===== src/rtl/uwrf_pkg.sv =====
`timescale 1ns / 1ps

package uwrf_pkg;

    // Default ring size; the ring holds one entry less than its size.
    localparam int FIFO_DEPTH_DEF = 64;

    // Field widths.
    localparam int FUNC_W  = 3;
    localparam int BYTE_W  = 8;
    localparam int TICK_W  = 16;
    localparam int EXTRA_W = 4;
    localparam int COUNT_W = 6;
    localparam int CIDX_W  = 3;

    // Stream widths: tdata fields packed from bit 0 and padded to whole bytes.
    localparam int S_TDATA_W = 16;
    localparam int S_TUSER_W = FUNC_W;
    localparam int M_TDATA_W = 24;
    localparam int M_TUSER_W = 1;

    // Host command codes.
    localparam logic [FUNC_W-1:0] FN_TICK  = 3'd0;
    localparam logic [FUNC_W-1:0] FN_READ  = 3'd1;
    localparam logic [FUNC_W-1:0] FN_PEEK  = 3'd2;
    localparam logic [FUNC_W-1:0] FN_WRITE = 3'd3;
    localparam logic [FUNC_W-1:0] FN_TAKE  = 3'd4;
    localparam logic [FUNC_W-1:0] FN_FLUSH = 3'd5;

    // Configuration register indexes.
    localparam logic [CIDX_W-1:0] CFG_RX_CENTER = 3'd0;
    localparam logic [CIDX_W-1:0] CFG_RX_BIT    = 3'd1;
    localparam logic [CIDX_W-1:0] CFG_RX_STOP   = 3'd2;
    localparam logic [CIDX_W-1:0] CFG_TX_BIT    = 3'd3;
    localparam logic [CIDX_W-1:0] CFG_TX_EXTRA  = 3'd4;
    localparam logic [CIDX_W-1:0] CFG_INVERT    = 3'd5;
    localparam logic [CIDX_W-1:0] CFG_RX_EN     = 3'd6;

    // Register reset values.
    localparam logic [EXTRA_W-1:0] TX_EXTRA_RST = 4'd5;
    localparam logic               INVERT_RST   = 1'b1;

    // Frame phase codes shared by receiver and transmitter.
    localparam logic [1:0] PH_IDLE = 2'd0;
    localparam logic [1:0] PH_A    = 2'd1;
    localparam logic [1:0] PH_DATA = 2'd2;
    localparam logic [1:0] PH_C    = 2'd3;

    // Receiver timing and polarity.
    typedef struct packed {
        logic [TICK_W-1:0] center_ticks;
        logic [TICK_W-1:0] bit_ticks;
        logic [TICK_W-1:0] stop_ticks;
        logic              invert;
    } t_rx_cfg;

    // Completed byte from the receiver.
    typedef struct packed {
        logic              push;
        logic [BYTE_W-1:0] data;
    } t_rx_push;

endpackage


===== src/rtl/uwrf_ram.sv =====
`timescale 1ns / 1ps

module uwrf_ram #(
    parameter int WIDTH = 8,
    parameter int DEPTH = 64
) (
    input  logic                     i_clk,
    input  logic                     i_we,
    input  logic [$clog2(DEPTH)-1:0] i_waddr,
    input  logic [WIDTH-1:0]         i_wdata,
    input  logic [$clog2(DEPTH)-1:0] i_raddr,
    output logic [WIDTH-1:0]         o_rdata
);

    logic [WIDTH-1:0] r_mem [DEPTH];
    logic [WIDTH-1:0] r_rdata;

    // One write port and one registered read port.
    always_ff @(posedge i_clk) begin
        if (i_we) begin
            r_mem[i_waddr] <= i_wdata;
        end
        r_rdata <= r_mem[i_raddr];
    end

    assign o_rdata = r_rdata;

endmodule


===== src/rtl/uwrf_rx.sv =====
`timescale 1ns / 1ps

module uwrf_rx (
    input  logic              i_clk,
    input  logic              i_rst_n,
    input  logic              i_tick,
    input  logic              i_line,
    input  uwrf_pkg::t_rx_cfg i_cfg,
    output uwrf_pkg::t_rx_push o_push
);

    import uwrf_pkg::*;

    logic [1:0]        r_phase, n_phase;
    logic [TICK_W-1:0] r_timer, n_timer;
    logic [3:0]        r_idx, n_idx;
    logic [BYTE_W-1:0] r_shift, n_shift;
    logic              r_prev, n_prev;
    logic              push;

    // Frame sequencer, advanced once per tick.
    always_comb begin
        n_phase = r_phase;
        n_timer = r_timer;
        n_idx   = r_idx;
        n_shift = r_shift;
        n_prev  = r_prev;
        push    = 1'b0;
        if (i_tick) begin
            n_prev = i_line;
            if (r_phase == PH_IDLE) begin
                // Arm on a transition to the start level.
                if (i_cfg.stop_ticks != '0 && i_line != r_prev && i_line == i_cfg.invert) begin
                    n_phase = PH_A;
                    n_timer = i_cfg.center_ticks;
                end
            end else if (r_timer != '0) begin
                n_timer = r_timer - 1'b1;
            end else begin
                case (r_phase)
                    PH_A: begin
                        n_phase = PH_DATA;
                        n_idx   = '0;
                        n_shift = '0;
                        n_timer = i_cfg.bit_ticks;
                    end
                    PH_DATA: begin
                        n_shift = r_shift | (BYTE_W'(i_line) << r_idx[2:0]);
                        n_idx   = r_idx + 1'b1;
                        if (r_idx >= 4'd7) begin
                            n_phase = PH_C;
                            n_timer = i_cfg.stop_ticks;
                        end else begin
                            n_timer = i_cfg.bit_ticks;
                        end
                    end
                    default: begin
                        // End of the stop wait: hand the byte to the ring.
                        push    = 1'b1;
                        n_phase = PH_IDLE;
                        n_idx   = '0;
                    end
                endcase
            end
        end
    end

    always_ff @(posedge i_clk) begin
        if (!i_rst_n) begin
            r_phase <= PH_IDLE;
            r_timer <= '0;
            r_idx   <= '0;
            r_shift <= '0;
            r_prev  <= !INVERT_RST;
        end else begin
            r_phase <= n_phase;
            r_timer <= n_timer;
            r_idx   <= n_idx;
            r_shift <= n_shift;
            r_prev  <= n_prev;
        end
    end

    assign o_push.push = push;
    assign o_push.data = r_shift ^ {BYTE_W{i_cfg.invert}};

endmodule


===== src/rtl/uart_with_rx_fifo_core.sv =====
`timescale 1ns / 1ps

// 8N1 UART core with a receive ring buffer, driven by host transactions.
// The slave stream carries one command per transaction: tuser is the command
// (tick, read, peek, write, take overflow, flush), tdata holds the sampled
// receive pin and the byte to send. Each command returns exactly one
// transaction on the master stream with the transmit pin level, the head
// byte for read or peek and its valid flag in tuser, the byte count, the
// sticky overflow flag and the transmitter busy flag.
// A command's result is registered when it is accepted and presented until
// taken. One command is accepted every cycle while results are taken; the
// ring's registered read port is prefetched at the next head address, so
// read and peek need no wait on the ring. s_axis_tready is high when the
// result register is empty or being taken; a stalled master side holds the
// result and stops new commands. Configuration writes are taken every
// cycle; the user must make them while idle, as the block does not enforce
// it. Synchronous active-low reset clears the pointers, flags and sequencers
// and loads the register defaults (start extension 5, inverted line,
// receiver off); ring contents are not cleared and need no clearing pass.

module uart_with_rx_fifo_core #(
    parameter int FIFO_DEPTH = uwrf_pkg::FIFO_DEPTH_DEF
) (
    input  logic                           i_clk,
    input  logic                           i_rst_n,
    // Slave stream. tdata: rx_line [0], tx_byte [8:1], zero [15:9].
    input  logic                           s_axis_tvalid,
    output logic                           s_axis_tready,
    input  logic [uwrf_pkg::S_TDATA_W-1:0] s_axis_tdata,
    // tuser: func [2:0].
    input  logic [uwrf_pkg::S_TUSER_W-1:0] s_axis_tuser,
    // Master stream. tdata: tx_line [0], rx_data [8:1], available_count
    // [14:9], overflow_flag [15], tx_busy [16], zero [23:17].
    output logic                           m_axis_tvalid,
    input  logic                           m_axis_tready,
    output logic [uwrf_pkg::M_TDATA_W-1:0] m_axis_tdata,
    // tuser: rx_data_valid [0].
    output logic [uwrf_pkg::M_TUSER_W-1:0] m_axis_tuser,
    // Configuration write channel.
    input  logic                           i_cfg_valid,
    output logic                           o_cfg_ready,
    input  logic [uwrf_pkg::CIDX_W-1:0]    i_cfg_index,
    input  logic [uwrf_pkg::TICK_W-1:0]    i_cfg_data
);

    import uwrf_pkg::*;

    localparam int PW = $clog2(FIFO_DEPTH);
    localparam logic [PW-1:0] PTR_LAST = PW'(FIFO_DEPTH - 1);
    localparam logic [PW:0]   DEPTH_W  = (PW + 1)'(FIFO_DEPTH);

    // Configuration registers.
    logic [TICK_W-1:0]  r_rx_center, r_rx_bit, r_rx_stop, r_tx_bit;
    logic [EXTRA_W-1:0] r_tx_extra;
    logic               r_invert, r_rx_en;

    // Ring buffer and transmitter state.
    logic [PW-1:0]      r_head, n_head, r_tail, n_tail;
    logic               r_ovf, n_ovf;
    logic [1:0]         r_tx_phase, n_tx_phase;
    logic [TICK_W:0]    r_tx_timer, n_tx_timer;
    logic [3:0]         r_tx_idx, n_tx_idx;
    logic [BYTE_W-1:0]  r_tx_shift, n_tx_shift;

    // Read bypass for a write to the prefetched address.
    logic               r_byp;
    logic [BYTE_W-1:0]  r_byp_data;

    // Result register.
    logic                 r_m_valid;
    logic [M_TDATA_W-1:0] r_m_tdata;
    logic [M_TUSER_W-1:0] r_m_tuser;

    logic              accept, cfg_we, tick, empty, full;
    logic [FUNC_W-1:0] func;
    logic              rx_line;
    logic [BYTE_W-1:0] tx_byte, ram_q, head_data, rd_data;
    logic              rd_valid, ovf_out, tx_line;
    logic [PW:0]       count;
    logic [PW-1:0]     tail_next, head_next;
    logic              ram_we;
    t_rx_cfg           rx_cfg;
    t_rx_push          rx_push;

    assign s_axis_tready = !r_m_valid || m_axis_tready;
    assign accept        = s_axis_tvalid && s_axis_tready;
    assign o_cfg_ready   = 1'b1;
    assign cfg_we        = i_cfg_valid;

    assign func    = s_axis_tuser[FUNC_W-1:0];
    assign rx_line = s_axis_tdata[0];
    assign tx_byte = s_axis_tdata[BYTE_W:1];
    assign tick    = accept && func == FN_TICK;

    // Receiver.
    assign rx_cfg.center_ticks = r_rx_center;
    assign rx_cfg.bit_ticks    = r_rx_bit;
    assign rx_cfg.stop_ticks   = r_rx_stop;
    assign rx_cfg.invert       = r_invert;

    uwrf_rx u_rx (
        .i_clk   (i_clk),
        .i_rst_n (i_rst_n),
        .i_tick  (tick),
        .i_line  (rx_line),
        .i_cfg   (rx_cfg),
        .o_push  (rx_push)
    );

    // Ring pointers.
    assign tail_next = (r_tail == PTR_LAST) ? '0 : r_tail + 1'b1;
    assign head_next = (r_head == PTR_LAST) ? '0 : r_head + 1'b1;
    assign empty     = r_head == r_tail;
    assign full      = tail_next == r_head;
    assign ram_we    = rx_push.push && !full;
    assign head_data = r_byp ? r_byp_data : ram_q;

    uwrf_ram #(
        .WIDTH (BYTE_W),
        .DEPTH (FIFO_DEPTH)
    ) u_ram (
        .i_clk   (i_clk),
        .i_we    (ram_we),
        .i_waddr (r_tail),
        .i_wdata (rx_push.data),
        .i_raddr (n_head),
        .o_rdata (ram_q)
    );

    // Command decode and next state.
    always_comb begin
        n_head     = r_head;
        n_tail     = r_tail;
        n_ovf      = r_ovf;
        n_tx_phase = r_tx_phase;
        n_tx_timer = r_tx_timer;
        n_tx_idx   = r_tx_idx;
        n_tx_shift = r_tx_shift;
        rd_data    = '0;
        rd_valid   = 1'b0;
        if (rx_push.push) begin
            if (full) begin
                n_ovf = 1'b1;
            end else begin
                n_tail = tail_next;
            end
        end
        if (accept) begin
            case (func)
                FN_TICK: begin
                    if (r_tx_phase != PH_IDLE) begin
                        if (r_tx_timer != '0) begin
                            n_tx_timer = r_tx_timer - 1'b1;
                        end else begin
                            case (r_tx_phase)
                                PH_A: begin
                                    n_tx_phase = PH_DATA;
                                    n_tx_idx   = '0;
                                    n_tx_timer = {1'b0, r_tx_bit};
                                end
                                PH_DATA: begin
                                    n_tx_idx = r_tx_idx + 1'b1;
                                    if (r_tx_idx >= 4'd7) begin
                                        n_tx_phase = PH_C;
                                        n_tx_idx   = '0;
                                    end
                                    n_tx_timer = {1'b0, r_tx_bit};
                                end
                                default: begin
                                    n_tx_phase = PH_IDLE;
                                end
                            endcase
                        end
                    end
                end
                FN_READ: begin
                    if (r_rx_en && !empty) begin
                        rd_data  = head_data;
                        rd_valid = 1'b1;
                        n_head   = head_next;
                    end
                end
                FN_PEEK: begin
                    if (!empty) begin
                        rd_data  = head_data;
                        rd_valid = 1'b1;
                    end
                end
                FN_WRITE: begin
                    if (r_tx_bit != '0 && r_tx_phase == PH_IDLE) begin
                        n_tx_phase = PH_A;
                        n_tx_shift = tx_byte;
                        n_tx_idx   = '0;
                        n_tx_timer = {1'b0, r_tx_bit} + (TICK_W + 1)'(r_tx_extra);
                    end
                end
                FN_FLUSH: begin
                    n_head = '0;
                    n_tail = '0;
                end
                default: begin
                end
            endcase
        end
        ovf_out = n_ovf;
        if (accept && func == FN_TAKE) begin
            n_ovf = 1'b0;
        end
        // Enabling the receiver empties the ring and clears overflow.
        if (cfg_we && i_cfg_index == CFG_RX_EN && i_cfg_data[0]) begin
            n_head = '0;
            n_tail = '0;
            n_ovf  = 1'b0;
        end
    end

    // Result fields, taken from the state after the command.
    always_comb begin
        case (n_tx_phase)
            PH_A:    tx_line = r_invert;
            PH_DATA: tx_line = n_tx_shift[n_tx_idx[2:0]] ^ r_invert;
            default: tx_line = !r_invert;
        endcase
        count = {1'b0, n_tail} - {1'b0, n_head} + ((n_tail < n_head) ? DEPTH_W : '0);
    end

    // Configuration registers.
    always_ff @(posedge i_clk) begin
        if (!i_rst_n) begin
            r_rx_center <= '0;
            r_rx_bit    <= '0;
            r_rx_stop   <= '0;
            r_tx_bit    <= '0;
            r_tx_extra  <= TX_EXTRA_RST;
            r_invert    <= INVERT_RST;
            r_rx_en     <= 1'b0;
        end else if (cfg_we) begin
            case (i_cfg_index)
                CFG_RX_CENTER: r_rx_center <= i_cfg_data;
                CFG_RX_BIT:    r_rx_bit    <= i_cfg_data;
                CFG_RX_STOP:   r_rx_stop   <= i_cfg_data;
                CFG_TX_BIT:    r_tx_bit    <= i_cfg_data;
                CFG_TX_EXTRA:  r_tx_extra  <= i_cfg_data[EXTRA_W-1:0];
                CFG_INVERT:    r_invert    <= i_cfg_data[0];
                CFG_RX_EN:     r_rx_en     <= i_cfg_data[0];
                default: begin
                end
            endcase
        end
    end

    // Ring, transmitter and bypass state.
    always_ff @(posedge i_clk) begin
        if (!i_rst_n) begin
            r_head     <= '0;
            r_tail     <= '0;
            r_ovf      <= 1'b0;
            r_tx_phase <= PH_IDLE;
            r_tx_timer <= '0;
            r_tx_idx   <= '0;
            r_tx_shift <= '0;
            r_byp      <= 1'b0;
        end else begin
            r_head     <= n_head;
            r_tail     <= n_tail;
            r_ovf      <= n_ovf;
            r_tx_phase <= n_tx_phase;
            r_tx_timer <= n_tx_timer;
            r_tx_idx   <= n_tx_idx;
            r_tx_shift <= n_tx_shift;
            r_byp      <= ram_we && r_tail == n_head;
        end
    end

    always_ff @(posedge i_clk) begin
        r_byp_data <= rx_push.data;
    end

    // Result register: loaded on every accepted transaction.
    always_ff @(posedge i_clk) begin
        if (!i_rst_n) begin
            r_m_valid <= 1'b0;
        end else if (accept) begin
            r_m_valid <= 1'b1;
        end else if (m_axis_tready) begin
            r_m_valid <= 1'b0;
        end
    end

    always_ff @(posedge i_clk) begin
        if (accept) begin
            r_m_tdata <= {7'd0, n_tx_phase != PH_IDLE, ovf_out,
                          r_rx_en ? COUNT_W'(count) : COUNT_W'(0), rd_data, tx_line};
            r_m_tuser <= rd_valid;
        end
    end

    assign m_axis_tvalid = r_m_valid;
    assign m_axis_tdata  = r_m_tdata;
    assign m_axis_tuser  = r_m_tuser;

`ifndef ASSERT_OFF
    // Pointers stay inside the ring.
    a_ptr_range: assert property (@(posedge i_clk) disable iff (!i_rst_n)
        r_head <= PTR_LAST && r_tail <= PTR_LAST)
        else $error("ring pointer out of range");

    // A byte arriving at a full ring raises the overflow flag.
    a_ovf_set: assert property (@(posedge i_clk) disable iff (!i_rst_n)
        rx_push.push && full && !cfg_we |=> r_ovf)
        else $error("overflow not flagged");

    // A successful read moves the head.
    a_read_adv: assert property (@(posedge i_clk) disable iff (!i_rst_n)
        accept && func == FN_READ && r_rx_en && !empty && !cfg_we |=> r_head != $past(r_head))
        else $error("read did not advance head");

    // An accepted write on an idle, enabled transmitter starts a frame.
    a_tx_start: assert property (@(posedge i_clk) disable iff (!i_rst_n)
        accept && func == FN_WRITE && r_tx_phase == PH_IDLE && r_tx_bit != '0
        |=> r_tx_phase == PH_A)
        else $error("write did not start a frame");
`endif

endmodule


===== config.mk =====
export PLATFORM = sky130hd
export DESIGN_NAME = uart_with_rx_fifo_core
export DESIGN_NICKNAME = d
export VERILOG_FILES = /design/src/rtl/uwrf_pkg.sv /design/src/rtl/uwrf_ram.sv /design/src/rtl/uwrf_rx.sv /design/src/rtl/uart_with_rx_fifo_core.sv
export SDC_FILE = /design/constraint.sdc
export NUM_CORES = 1
export LEC_CHECK = 0
export BUFFER_PORTS_ARGS = -buffer_cell sky130_fd_sc_hd__buf_4
export CAP_MARGIN = 20
export CORE_AREA = 3 3 228 275
export DETAILED_ROUTE_END_ITERATION = 10
export DIE_AREA = 0 0 231 278
export GPL_TIMING_DRIVEN = 1
export PLACE_DENSITY = 0.7
export SETUP_SLACK_MARGIN = 0.3
export SLEW_MARGIN = 10
export SYNTH_ARGS = -nofsm -noshare
export SYNTH_HDL_FRONTEND = slang
export SYNTH_SLANG_ARGS = --single-unit

===== constraint.sdc =====
create_clock -name i_clk -period 6 [get_ports i_clk]
set_input_delay 1.2 -clock i_clk [delete_from_list [all_inputs] [get_ports i_clk]]
set_output_delay 1.2 -clock i_clk [all_outputs]
set_load 0.02 [all_outputs]

# Word-level counts from Yosys, hierarchy flattened
# Memory sizes are Yosys's and may differ from the RTL's. A register that Yosys moved wholly into a read port is not among the register bits.
# Cells that the tools add are included.
# word_totals
regBits,173
ramBits,512
input_bits,43
memories,1
# memory_table
name,depth,width,read_ports,rd_clocked_by_memory_dff,wr,line_no,text
u_ram.r_mem,64,8,1,1,1,uwrf_ram.sv:15,logic [WIDTH-1:0] r_mem [DEPTH];
# classes
addsub,9
n_lt_le_gt_ge,3
n_eq_ne,32
shift,1
muxes,65
n_bitwise,6
n_reduce_logical,46
# op_table
op,n
17-bit two-way mux,4
16-bit two-way mux,4
6-bit two-way mux,10
8-bit two-way mux,6
16-bit nonzero test,3
17-bit case mux with 2 select lines,1
16-bit case mux with 2 select lines,1
8-bit case mux with 2 select lines,2
4-bit two-way mux,5
6-bit == test,3
2-bit two-way mux,9
16-bit by 4-bit adder with 17-bit output,1
17-bit nonzero test,1
"17-bit by 1-bit subtractor with 17-bit output, second input constant",1
4-bit case mux with 2 select lines,2
"16-bit by 1-bit subtractor with 16-bit output, second input constant",1
"3-bit == test, second input constant",5
2-bit AND reduction,7
1-bit two-way mux,13
"6-bit by 1-bit adder with 6-bit output, second input constant",2
"3-bit by 2-bit == test with 1-bit output, second input constant",4
"6-bit == test, second input constant",2
2-bit case mux with 2 select lines,3
6-bit case mux with 2 select lines,1
35 further kinds,71

# Logic depth before layout (Yosys ltp)
# logic_depth
depth_word,12
depth_mapped,20

# Modules after synthesis
# Synthesis repeated with hierarchy kept, for this count alone.
# hier_totals
hier_cells,2111
area_unflattened_um2,29634.7
# modules_own_cells
mod,n_inst,cells_per_inst,area_each_um2,seq_area_each_um2
uwrf_ram,1,940,20161.8,15534.9
uart_with_rx_fifo_core,1,885,7178.1,3022.9
uwrf_rx,1,286,2294.7,620.6

# Least setup slack after synthesis
# OpenSTA, ideal clock, no wires.
# synth_path
path_kind,input port to flip-flop
startpoint,in m_axis_tready
endpoint,"reg r_m_tdata[14], in the netlist m_axis_tdata[14], data pin"
setup_time_ps,258
arrival_time_ps,5350
setup_slack_ps,392
path_stages,19
path_buffers,3
path_cell_list,nand2b_1 -> clkbuf_1 -> and2_1 -> clkbuf_1 -> nand2_1 -> or3_1 -> clkbuf_1 -> or2_1 -> a21oi_4 -> nand2_1 -> a21oi_1 -> ha_1 -> a21o_1 -> a21o_1 -> a21o_1 -> a21oi_1 -> xnor2_1 -> xnor2_1 -> nor2_1
# synth_via
elab_chain_cells,10
word_cells_on_any_way,12
# synth_lines
item,line_no,text
start: declaration,uart_with_rx_fifo_core.sv:35,"input logic m_axis_tready,"
1-bit logical OR *,uart_with_rx_fifo_core.sv:85,assign s_axis_tready = !r_m_valid || m_axis_tready;
via s_axis_tready,uart_with_rx_fifo_core.sv:28,"output logic s_axis_tready,"
1-bit logical AND *,uart_with_rx_fifo_core.sv:86,assign accept = s_axis_tvalid && s_axis_tready;
via accept,uart_with_rx_fifo_core.sv:74,"logic accept, cfg_we, tick, empty, full;"
1-bit logical AND,uart_with_rx_fifo_core.sv:93,assign tick = accept && func == FN_TICK;
1-bit two-way mux,uwrf_rx.sv:29,if (i_tick) begin
6-bit two-way mux,uart_with_rx_fifo_core.sv:141,if (rx_push.push) begin
6-bit two-way mux,uart_with_rx_fifo_core.sv:149,case (func)
6-bit two-way mux *,uart_with_rx_fifo_core.sv:148,if (accept) begin
6-bit two-way mux *,uart_with_rx_fifo_core.sv:210,if (cfg_we && i_cfg_index == CFG_RX_EN && i_cfg_data[0]) begin
via n_tail[1],uart_with_rx_fifo_core.sv:58,"logic [PW-1:0] r_head, n_head, r_tail, n_tail;"
6-bit subtractor *,uart_with_rx_fifo_core.sv:224,"count = {1'b0, n_tail} - {1'b0, n_head} + ((n_tail < n_head) ? DEPTH_W : '0);"
6-bit adder *,uart_with_rx_fifo_core.sv:224,
end signal: assignment,uart_with_rx_fifo_core.sv:292,"r_m_tdata <= {7'd0, n_tx_phase != PH_IDLE, ovf_out,"
end: declaration,uart_with_rx_fifo_core.sv:71,logic [M_TDATA_W-1:0] r_m_tdata;
# Mark *: on every way through the listed nets, which the timed path passes. The rest lies on a longest branch.
# A chain may end at the register's enable or synchronous reset.

# Worst setup path after layout
# layout_path
startpoint,reg u_rx.r_timer[10]
endpoint,"reg r_m_tdata[14], in the netlist m_axis_tdata[14], data pin"
# layout_via
elab_chain_cells,10
# layout_lines
item,line_no,text
start: declaration,uwrf_rx.sv:15,"logic [TICK_W-1:0] r_timer, n_timer;"
start signal: assignment,uwrf_rx.sv:77,r_timer <= n_timer;
16-bit nonzero test *,uwrf_rx.sv:37,end else if (r_timer != '0) begin
1-bit two-way mux *,uwrf_rx.sv:37,
1-bit two-way mux *,uwrf_rx.sv:31,if (r_phase == PH_IDLE) begin
1-bit two-way mux *,uwrf_rx.sv:29,
6-bit two-way mux *,uart_with_rx_fifo_core.sv:141,
6-bit two-way mux,uart_with_rx_fifo_core.sv:149,
6-bit two-way mux *,uart_with_rx_fifo_core.sv:148,
6-bit two-way mux *,uart_with_rx_fifo_core.sv:210,
via n_tail[1],uart_with_rx_fifo_core.sv:58,
6-bit subtractor *,uart_with_rx_fifo_core.sv:224,
6-bit adder *,uart_with_rx_fifo_core.sv:224,
# Marked as above.

==> run_results.csv <==
group,metric,value,unit
status,status,"finished, final reports clean",
synth,yosysWarnings,0,
global_routing,overflow,0,
timing,whs,0.4568,ns
power_and_ir_drop,vdd_ir_drop_max,0.1806,mV
synth,synthArstFlopShare,0,%
synth,synthCells,2702,
worst_setup_path,worst_r2r_path_depth,16,
worst_setup_path,crit_type,"register to register",
worst_setup_path,crit_arrival,5.18,ns
cts,cts_tree,"done",
worst_setup_path,worstPathMaxFanout,10,
layout,layoutNonFillerInstCount,3588,
route,num_vias,21930,
timing,rsz0062_at_grt,"false",
layout,final_cell_mix,"530 x edfxtp_1, 448 x nand2_1, 251 x nor2_1, 162 x dfxtp_1, 145 x o21ai_0",
worst_setup_path,crit_required,6.36,ns
route,final_antenna_net_count,0,
min_path,hp-start,"r_rx_center[7]$_SDFFE_PN0P_",
synth,ys_seq_elements,693,
route,drc,0,
synth,synth_top_family_by_area,"simple AND/OR/NAND/NOR gates",
floorplan,die_x,231,µm
synth,synth-compound-area-share,10.91,%
layout,layout_commonest_cell,"edfxtp_1",
layout,nets,2793,
power_and_ir_drop,power_density,292.0,nW/µm²
timing,skew,0.02900,ns
power_and_ir_drop,power.leakage,11.47,nW
timing,fin_tns_setup,0,ns
timing,clock.fmax,0.2075,GHz
place,place_area,31430,µm²
cts,htreeDepth,3,
synth,synthAdderAreaFrac,1.174,%
layout,fin_util,55.68,%
synth,post_synth_num_cell_types,83,
route,wl,79.63,mm
synth,netlist_area,30060,µm²
route,vias_per_cell,6.112,
global_routing,met2_usage,41.77,%
synth,yosys_most_used_dff,"edfxtp_1",
synth,syn_avg_cell_area,11.12,µm²
power_and_ir_drop,netSwitchingPower,2.119,mW
timing,hold_viol_final,0,
cts,cts_hold_buf,0,
floorplan,initial_core_util,49.73,%
route,drtPass1Iterations,6,
floorplan,dieHeight,278,µm
global_routing,grt_max_degree,144,
place,gp_congestion,0.8830,
worst_setup_path,critPathLaunchType,"register",
min_path,holdPathEnd,"r_rx_center[7]$_SDFFE_PN0P_",
floorplan,dieArea,64220,µm²
layout,drive_above_1_share,9.676,%
floorplan,num_rows,99,
global_routing,antenna_found_initial,0,
timing,final_period_minus_worst_setup_slack,4.818,ns
synth,synthXorXnorAreaFrac,1.340,%
cts,clockBufferDepth,3,
layout,syn2layout_area_growth,11.98,%
synth,synth_edf_count,530,
cts,clock_sinks,693,
timing,finalCritPeriodShare,80.30,%
floorplan,core,60450,µm²
route,wl_per_cell,22.19,µm
global_routing,first_global_vias,21420,
cts,post_cts_resize_count,0,
global_routing,grtUsageMet3,3.655,%
synth,yosys.area_share.simple,17.02,%
cts,clkLatencyLatePin,0.63,ns
cts,clk_pin_slew,0.06,ns
power_and_ir_drop,clkPwrFrac,43.1,%
worst_setup_path,rr_startpoint,"u_rx.r_timer[10]$_SDFFE_PN0P_",
flow_run,drv_cap,0,
min_path,hp-class,"register to register",
timing,drv_slew,0,
power_and_ir_drop,switching_share,21.56,%
global_routing,met1_usage,30.45,%
global_routing,grt.busiest_layer,"met2",
worst_setup_path,endpoint_kind,"register",
floorplan,pin_count,71,
synth,synthMuxAreaShare,2.785,%
cts,cts_buffers,72,
power_and_ir_drop,internal_power,7.711,mW
place,place_inst,3456,
power_and_ir_drop,seqPwrFrac,52.8,%
global_routing,grtUsageTotal,24.37,%
timing,tightest_slew,1.097,ns
global_routing,grt_pass1_wl,122.0,mm
power_and_ir_drop,combPwrFrac,4.1,%
timing,finalSetupViolations,0,
timing,slew_headroom,26.58,%
cts,postCtsSetupBuffers,0,
place,io_buffers,55,
layout,n_antenna_cell,0,
synth,yosysSeqAreaShare,63.80,%
worst_setup_path,reg2reg_slack,1.18,ns
min_path,hold_depth,2,
worst_setup_path,regToRegEndpoint,"m_axis_tdata[14]$_SDFFCE_PN0P_",
route,drt_iter0_markers,2366,
cts,cts-root-buf,"clkbuf_16",
layout,postLayoutCellArea,33660,µm²
place,dp_hpwl,48.28,mm
Yosys cell counts, types with 4 or more instances:
library cell  instances  share of area [%]
nor4_1               36               0.75
a21o_1               10               0.25
nor3_1               88                1.5
o22ai_1              10               0.21
buf_2                32               0.53
nor2b_1              13               0.27
nand2_2               4              0.083
o32ai_1              10               0.29
a22oi_1               4               0.10
o21a_1                5               0.12
nand4_1              11               0.23
xor2_1               21               0.61
o21ai_0             145                2.4
or3_1                47               0.98
a311oi_1             28               0.82
buf_4                10               0.25
xnor2_1              25               0.73
a221oi_1              6               0.17
a211oi_1             36               0.90
edfxtp_1            530                 53
ha_1                 25                1.0
clkbuf_1            126                1.6
nand2b_1              8               0.17
mux2_1                4               0.15
nor2_1              251                3.1
a31oi_1              47               0.98
nand2_1             448                5.6
nand4b_1              4               0.12
nand3_1              95                1.6
a32o_1                7               0.23
mux2i_1              60                2.0
o211ai_1             32               0.80
and4_1                7               0.20
and2_1               15               0.31
mux2_2               17               0.64
o31ai_1               4               0.10
inv_2                 5              0.062
a21oi_1             140                2.3
or2_2                 5               0.10
nand3b_1              8               0.20
a32oi_1              12               0.35
buf_1                 9               0.11
and3_1               56                1.2
dfxtp_1             163                 11
inv_1                29               0.36
flip-flops by register name (all words and copies together) (netlist names), 16 cells and up:
register	flops
r_rx_bit	16
r_tx_bit	16
u_ram.r_mem	512
r_rx_stop	16
m_axis_tdata	17
r_tx_timer	17
u_rx.r_timer	16
r_rx_center	16
cell type report:
type	instances	area, µm²
clock inverter	27	247.7
tap	808	1011
clock buffer	104	1967
fill	5013	26790
inverter	34	128.9
multi-input combinational	1802	10180
sequential	693	19180
timing repair buffer	120	942.2
cells by family (layout without fill, tap and decap cells):
kind of cell             after synthesis  count (layout)
flip-flops                           693             693
AND/OR/NAND/NOR                     1118            1118
multiplexers                          81              81
other                                  2               8
adder cells (fa/ha/maj)               27              27
AO/OA/AOI/OAI                        522             522
buffers and inverters                213             285
XOR/XNOR                              46              46
power groups by stage:
stage               registers (mW)  clock network [mW]  logic, mW
finish                        5.19                4.24      0.406
global route                  5.19                4.49      0.442
CTS                           5.19                4.29      0.399
detailed placement            5.29                   0      0.396
global placement              5.29                   0      0.385
floorplan                     5.29                   0      0.257
worst max-delay path: stages, from the launching register on:
cell	delay, ns
dfxtp_1	0.35
or3_1	0.45
nor3_1	0.47
nand3_1	0.29
or3_1	0.53
or2_1	0.37
a21oi_4	0.33
nand2_1	0.10
a21oi_1	0.31
ha_1	0.30
a21o_1	0.16
a21o_1	0.19
a21o_1	0.18
a21oi_1	0.19
xnor2_1	0.16
xnor2_1	0.14
nor2_1	0.06
layer usage:
metal  up-vias  part of all wire, %
met2      1049                   50
li1       9938                    -
met5         -                    0
met3       221                  7.5
met4         0                  4.4
met1     10720                   38
worst max-delay path by stage:
stage / cells after the start / startpoint / to / slack (ns)
global placement: 16 / s_axis_tuser[1] / m_axis_tdata[14]$_SDFFCE_PN0P_ / 0.86
global route: 16 / u_rx.r_timer[10]$_SDFFE_PN0P_ / m_axis_tdata[14]$_SDFFCE_PN0P_ / 0.95
CTS: 16 / u_rx.r_timer[10]$_SDFFE_PN0P_ / m_axis_tdata[14]$_SDFFCE_PN0P_ / 1.20
detailed placement: 16 / s_axis_tuser[1] / m_axis_tdata[14]$_SDFFCE_PN0P_ / 0.87
finish: 16 / u_rx.r_timer[10]$_SDFFE_PN0P_ / m_axis_tdata[14]$_SDFFCE_PN0P_ / 1.18
floorplan: 19 / m_axis_tready / m_axis_tdata[14]$_SDFFCE_PN0P_ / 0.39
through the flow:
step	setup WS (ns)	power (mW)
after floorplan	0.3922	5.545
after global placement	0.8560	5.673
after detailed placement	0.8659	5.685
after CTS	1.199	9.878
after global routing	0.9490	10.12
final	1.182	9.830
(Power assumes the default switching activity.)
